--- config.mk ---
export PLATFORM = sky130hd
export DESIGN_NAME = sfla_size_decode
export DESIGN_NICKNAME = d
export VERILOG_FILES = /design/src/rtl/sfla_pkg.sv /design/src/rtl/sfla_size_decode.sv
export SDC_FILE = /design/constraint.sdc
export NUM_CORES = 1
export LEC_CHECK = 0
export BUFFER_PORTS_ARGS = -buffer_cell sky130_fd_sc_hd__buf_2
export CAP_MARGIN = 0
export CORE_AREA = 3 3 40 42
export DETAILED_ROUTE_END_ITERATION = 10
export DIE_AREA = 0 0 43 45
export GPL_TIMING_DRIVEN = 0
export PLACE_DENSITY = 0.3
export SYNTH_ARGS = -nofsm -noshare
export SYNTH_HDL_FRONTEND = slang
export SYNTH_SLANG_ARGS = --single-unit
export TNS_END_PERCENT = 20
--- constraint.sdc ---
create_clock -name vclk -period 1.25
set_input_delay 0.125 -clock vclk [all_inputs]
set_output_delay 0.125 -clock vclk [all_outputs]
set_load 0.02 [all_outputs]
--- src/rtl/sfla_pkg.sv ---
// Shared types and constants of the size-class free-list allocator.
// No dependencies; used by every other file of the block but the assertion macro header.
`timescale 1ns / 1ps
package sfla_pkg;

	localparam int OP_W        = 2;
	localparam int SIZE_W      = 12;
	localparam int HANDLE_W    = 10;
	localparam int STATUS_W    = 2;
	localparam int CLASS_OUT_W = 4;
	localparam int CNT_W       = 11;
	localparam int POOL_BLOCKS = 1 << HANDLE_W;

	localparam logic [CNT_W-1:0] CNT_MAX = {CNT_W{1'b1}};

	typedef enum logic [OP_W-1:0] {
		OP_ALLOC = 2'd0,
		OP_FREE  = 2'd1,
		OP_ADD   = 2'd2,
		OP_QUERY = 2'd3
	} op_t;

	typedef enum logic [STATUS_W-1:0] {
		ST_OK        = 2'd0,
		ST_EMPTY     = 2'd1,
		ST_BAD_SIZE  = 2'd2,
		ST_UNDERFLOW = 2'd3
	} status_t;

	// one link entry: next handle plus a flag saying the next handle exists
	typedef struct packed {
		logic                valid;
		logic [HANDLE_W-1:0] next;
	} link_entry_t;

endpackage

--- src/rtl/sfla_size_decode.sv ---
// Maps a request size in bytes to its size class and flags sizes out of range.
// Depends on sfla_pkg for the size width.
`timescale 1ns / 1ps
module sfla_size_decode #(
	parameter int CLASS_SPACING  = 8,
	parameter int NUM_CLASSES    = 16,
	parameter int MAX_SIZE_BYTES = 128,
	localparam int CLS_W = (NUM_CLASSES > 1) ? $clog2(NUM_CLASSES) : 1
) (
	input  logic [sfla_pkg::SIZE_W-1:0] size_bytes,
	output logic                        bad,
	output logic [CLS_W-1:0]            cls
);
	// (size-1)/spacing as a multiply by a rounded-up reciprocal, exact for 12-bit operands
	localparam int SW    = sfla_pkg::SIZE_W;
	localparam int LOG_D = $clog2(CLASS_SPACING);
	localparam int SH    = SW + LOG_D;
	localparam int MUL   = ((1 << SH) + CLASS_SPACING - 1) / CLASS_SPACING;
	localparam int MW    = $clog2(MUL + 1);
	localparam int PW    = SW + MW;

	logic [SW-1:0] size_m1;
	logic [PW-1:0] prod;
	logic [SW-1:0] quot;

	assign size_m1 = size_bytes - SW'(1);
	assign prod    = PW'(size_m1) * PW'(MUL);
	assign quot    = SW'(prod >> SH);

	assign bad = (size_bytes == '0) ||
		({1'b0, size_bytes} > (SW+1)'(MAX_SIZE_BYTES)) ||
		(quot >= SW'(NUM_CLASSES));
	assign cls = quot[CLS_W-1:0];

endmodule

# Word-level counts from Yosys, hierarchy flattened
# Cells that the tools add are included.
# Widths: inputs -> output; s select.
# word_totals
reg_bits	0
out_inout_bits	5
wordCells	6
# op_classes
n_addsub	1
order_cmp	2
n_reduce_logical	3
# op_table
op	count
$gt 12x8->1 const B	1
$logic_not 12->1	1
$sub 12x1->12 const B	1
$ge 9x5->1 const B	1
$logic_or 1x1->1	2

# Longest topological paths before layout
# Gate-level depths: netlist of the first run.
# logic_depth
depth_word	3
mapped_depth	4
ltp_nobuf	3

# Worst setup path before layout of the first run
# OpenSTA, ideal clock, no wires.
# synth_path
path_kind	in2out
from	input size_bytes[3] in the netlist's numbering
to	output cls[3]
t_arrival_ns	1.299
setup_slack_ns	-0.174
stages	4
path_buffers	1
cell_sequence	or4_1 > clkbuf_2 > nor3_4 > xor2_1
# synth_via
elab_chain_cells	1
# synth_rtl
item	line_no	source
start, declared	sfla_size_decode.sv:10	input logic [sfla_pkg::SIZE_W-1:0] size_bytes,
$sub 12x1->12	sfla_size_decode.sv:26	assign size_m1 = size_bytes - SW'(1);
end, declared	sfla_size_decode.sv:12	output logic [CLS_W-1:0] cls
# No other way between the ends.

# Worst setup path in the final report of the first run
# layout_path
from	input size_bytes[0] in the netlist's numbering
to	output cls[3]
# Same word-level chain as after synthesis.

==> results of run 1 <==
==> final cells by class <==
cell class         instances  area share, %
well taps                 15           7.18
plain buffers              1           4.31
repair buffers            18           45.5
multi-input cells         13           43.1
==> cell families after synthesis <==
kind of cell,after synthesis,synth area share (%)
xor+xnor,2,17.7
simple gates,8,59.5
compound gates,3,17.7
buf+inv,1,5.06
==> stage by stage <==
| step | hold slack, ps | setup TNS [ps] | power (W) |
|---|---|---|---|
| 2_1_floorplan | 344 | -256 | 0.0000266 |
| 3_3_place_gp | 569 | -827 | 0.0000604 |
| 3_5_place_dp | 576 | -893 | 0.0000618 |
| 4_1_cts | 575 | -787 | 0.0000665 |
| 5_1_grt | 571 | -1020 | 0.0000832 |
| 6_report | 545 | -795 | 0.0000764 |
==> worst paths after layout <==
path	slack [ps]	from	endpoint
worst min-delay path	550	size_bytes[6]	cls[3]
worst max-delay path	-250	size_bytes[0]	cls[3]
==> what timing repair did <==
item	in CTS	in global routing
pin swaps	0	3
resized for setup	5	8
setup endpoints to repair	5	5
buffers inserted	0	1
==> power by group <==
part	internal (W)	switching, W	total [W]
Clock	0	0	0
Combinational	0.0000402	0.0000362	0.0000764
Sequential	0	0	0
Total	0.0000402	0.0000362	0.0000764
==> placed cells by master, fill, tap and decap left out, drive strengths merged <==
| master | n |
|---|---|
| buf | 19 |
| nand2 | 1 |
| nand2b | 1 |
| nand3b | 1 |
| nor3 | 2 |
| nor4 | 1 |
| o21ai | 2 |
| o31ai | 1 |
| or3 | 1 |
| or4 | 1 |
| xnor2 | 1 |
| xor2 | 1 |
==> per-layer routing <==
layer,GRT usage (%),routed length [um],vias up
met3,0,80,0
met1,5.98,143,78
met5,0,0,-
met4,0,0,0
met2,7.78,174,17
li1,-,-,90
==> tightest hold or removal path, cell delays in order <==
cell	delay (ps)
buf_2	110
xor2_2	60
buf_6	120
==> key figures, run 1 <==
Status
  – Status: finished, violations left
  – Failing checks: setup timing

Floorplanning
  – Core Area: 1280 um^2
  – Die Y: 45 um
  – # rows: 13
  – Initial Util: 7.69%
  – # IOs: 17
  – Die width: 43 um
  – Die ar.: 1940 um^2

Setup path
  – Worst path bufs/invs: 3
  – Worst EP arrival: 1370 ps
  – CP Depth: 6
  – Nature of the critical path startpoint: primary input
  – Worst Path Required: 1120 ps
  – Crit-path slowest cell: or4_4
  – Worst Path Max Fanout: 6
  – CP most frequent cell: buf_6
  – Crit path kind: in2out
  – Crit path capture type: output port
  – Crit path largest cell delay: 520 ps
  – Top delay family on crit path: simple AND/OR/NAND/NOR gates
  – CP cell instances: buf_6 > or4_4 > buf_6 > nor3_4 > xor2_2 > buf_6

Final layout
  – Area occupied by registers: 0 um^2
  – Post-Layout Cell Count: 47
  – Seq cells: 0
  – Nets: 46
  – Final instance area: 262 um^2
  – Synth-to-Final Area Change: 165%
  – Layout cells sized above 1: 71.9%
  – Filler cells: 147
  – Util after Layout: 20.4%
  – Multi-input logic area: 113 um^2
  – CLK BUF: 0
  – # diodes: 0

GRT
  – Largest net degree at the start of global routing: 7
  – Vias in the first global route: 168
  – All-Layer GR Usage: 4.24%
  – Antenna violations before repair: 0
  – Overflow after GRT: 0
  – First-pass GRT wire length: 690 um

Yosys
  – Top cells by area, synth: nor3_4, o21ai_0, xnor2_1
  – Synthesized instance count: 14
  – Seq/Total Area, Yosys: 0%
  – Top-area cell type share of the netlist area: 16.5%
  – Mapped Area: 98.8 um^2
  – Cell taking the most area after synthesis: nor3_4
  – Yosys warns: 0
  – Top-count cell post-synth: o21ai_0
  – Netlist cell types: 13
  – Syn Nets: 26
  – Syn_area_per_cell: 7.06 um^2

Power and ir drop
  – VDD IR max: 65.7 uV
  – Leak pwr: 0.125 nW
  – Power Dens Cells: 292 nW/um^2

Routing
  – Drt wl/cell: 8.47 um
  – Iteration-0 DRC Markers: 1
  – Total number of vias: 185
  – DRC: 0
  – Final wirelength: 398 um
  – Routed Antenna Nets: 0
  – Via density: 3.94
  – Total iterations of the first detailed-routing run: 2

Clock tree
  – Post-CTS Hold Buffers: 0

Place
  – Area after DPL: 210 um^2
  – Final Wtd Congestion: 0.773
  – # port buffers: 17
  – Pre-CTS setup slack: -268 ps
  – Dpl cells: 46

Timing
  – Final Worst Setup Slack: -250 ps
  – Endpoints failing setup: 4
  – Final period utilization: 120%
  – Final Hold Fails: 0
  – RSZ-0062 raised after global routing: true
  – Slew Limit Fails: 0
  – Relative slew slack: 84.8%
  – Worst-margin pin slew: 226 ps
  – Fmax: 667 MHz
  – Min Tclk post-route: 1500 ps

Min path
  – HP Class: in2out
  – Hold path depth: 3

Flow run
  – Max_cap viols: 0
(Power assumes the default switching activity.)
==> run 2, diff against run 1 <==
--- a/config.mk
+++ b/config.mk
@@ -6,12 +6,12 @@
 export NUM_CORES = 1
 export LEC_CHECK = 0
 export BUFFER_PORTS_ARGS = -buffer_cell sky130_fd_sc_hd__buf_2
-export CAP_MARGIN = 0
+export CAP_MARGIN = 20
 export CORE_AREA = 3 3 40 42
 export DETAILED_ROUTE_END_ITERATION = 10
 export DIE_AREA = 0 0 43 45
 export GPL_TIMING_DRIVEN = 0
-export PLACE_DENSITY = 0.3
+export PLACE_DENSITY = 0.39
 export SYNTH_ARGS = -nofsm -noshare
 export SYNTH_HDL_FRONTEND = slang
 export SYNTH_SLANG_ARGS = --single-unit
==> key figures, run 2 (synthesis gave the netlist of run 1 again) <==
GRT
  – Vias in the first global route: 159
  – All-Layer GR Usage: 4.66%
  – Overflow after GRT: 0
  – Antenna violations before repair: 0
  – First-pass GRT wire length: 696 um
  – Largest net degree at the start of global routing: 7

Setup path
  – Crit-path slowest cell: or4_4
  – Crit path kind: in2out
  – Crit path largest cell delay: 520 ps
  – Crit path capture type: output port
  – Top delay family on crit path: simple AND/OR/NAND/NOR gates
  – Worst EP arrival: 1370 ps
  – Worst Path Max Fanout: 6
  – Nature of the critical path startpoint: primary input
  – CP cell instances: buf_6 > or4_4 > buf_6 > nor3_4 > xor2_2 > buf_6
  – Worst Path Required: 1120 ps
  – Worst path bufs/invs: 3
  – CP most frequent cell: buf_6

Routing
  – Final wirelength: 434 um
  – Total number of vias: 159
  – DRC: 0
  – Iteration-0 DRC Markers: 2
  – Drt wl/cell: 9.43 um
  – Routed Antenna Nets: 0
  – Total iterations of the first detailed-routing run: 2
  – Via density: 3.46

Final layout
  – Synth-to-Final Area Change: 152%
  – # diodes: 0
  – Final instance area: 249 um^2
  – Util after Layout: 19.4%
  – Nets: 45
  – Area occupied by registers: 0 um^2
  – Most frequent cells in the layout: buf_2, buf_6, buf_4, o21ai_0
  – Layout cells sized above 1: 67.7%
  – Seq cells: 0
  – CLK BUF: 0
  – Leading cell type in the layout, fill and taps excluded: buf_2
  – Post-Layout Cell Count: 46

Timing
  – Fmax: 669 MHz
  – Final Hold Fails: 0
  – Slew Limit Fails: 0
  – Endpoints failing setup: 4
  – RSZ-0062 raised after global routing: true
  – Worst-margin pin slew: 245 ps
  – Final Worst Setup Slack: -245 ps
  – Min Tclk post-route: 1500 ps
  – Relative slew slack: 83.5%
  – Final period utilization: 120%

Power and ir drop
  – Leak pwr: 0.114 nW
  – Power share of the sequential group: 0%
  – Clock share of power: 0%
  – Switch share: 48.2%
  – Pint: 0.0000394 W
  – Combinational power share: 100.0%
  – Sw Pwr: 0.0000366 W
  – VDD IR max: 86.9 uV
  – Power Dens Cells: 305 nW/um^2

Floorplanning
  – Die ar.: 1940 um^2
  – # IOs: 17
  – Core Area: 1280 um^2
  – Die width: 43 um
  – Initial Util: 7.69%
  – # rows: 13
  – Die Y: 45 um

Status
  – Status: finished, violations left
  – Failing checks: setup timing

Flow run
  – Max_cap viols: 0

Place
  – Dpl cells: 46
  – Area after DPL: 210 um^2
  – # port buffers: 17
  – Final Wtd Congestion: 0.676

Clock tree
  – Setup Buffers After CTS: 0

Min path
  – HP Class: in2out
run 2: power groups by stage:
stage	Combinational, W	Clock, W	Sequential, W
6_report	0.0000760	0	0
2_1_floorplan	0.0000266	0	0
5_1_grt	0.0000821	0	0
3_3_place_gp	0.0000631	0	0
4_1_cts	0.0000700	0	0
3_5_place_dp	0.0000638	0	0
run 2: layout make-up:
| class | instances | area (um^2) |
|---|---|---|
| timing repair buffer | 17 | 114 |
| tap | 15 | 18.8 |
| multi-input combinational | 13 | 105 |
| fill | 144 | 1040 |
| buffer | 1 | 11.3 |
run 2: tightest hold or removal path: stages:
cell,delay (ps)
buf_2,110
xor2_2,60
buf_6,120
run 2: what timing repair did:
| item | in CTS | in global routing |
|---|---|---|
| hold buffers | 0 | 0 |
| endpoints found under the setup margin | 5 | 5 |
| pin swaps | 0 | 3 |
| resized for setup | 6 | 6 |
run 2: final timing paths:
kind | start | end | slack, ps | cells after the start
worst max-delay path | size_bytes[0] | cls[3] | -250 | 6
worst min-delay path | size_bytes[6] | cls[3] | 550 | 3
run 2: per-layer routing:
layer,vias up,part of all wire (%),GRT usage [%]
met5,-,0,0
li1,87,-,-
met1,56,62,9.11
met4,0,0,0
met3,0,14,0.797
met2,16,23,4.79
run 2: stage by stage:
stage	TNS (ps)	power [W]	setup WS (ps)	hold slack, ps
finish	-712	0.0000760	-245	550
global route	-864	0.0000821	-283	562
CTS	-801	0.0000700	-243	579
detailed placement	-917	0.0000638	-271	579
global placement	-950	0.0000631	-289	585
floorplan	-256	0.0000266	-92.5	344
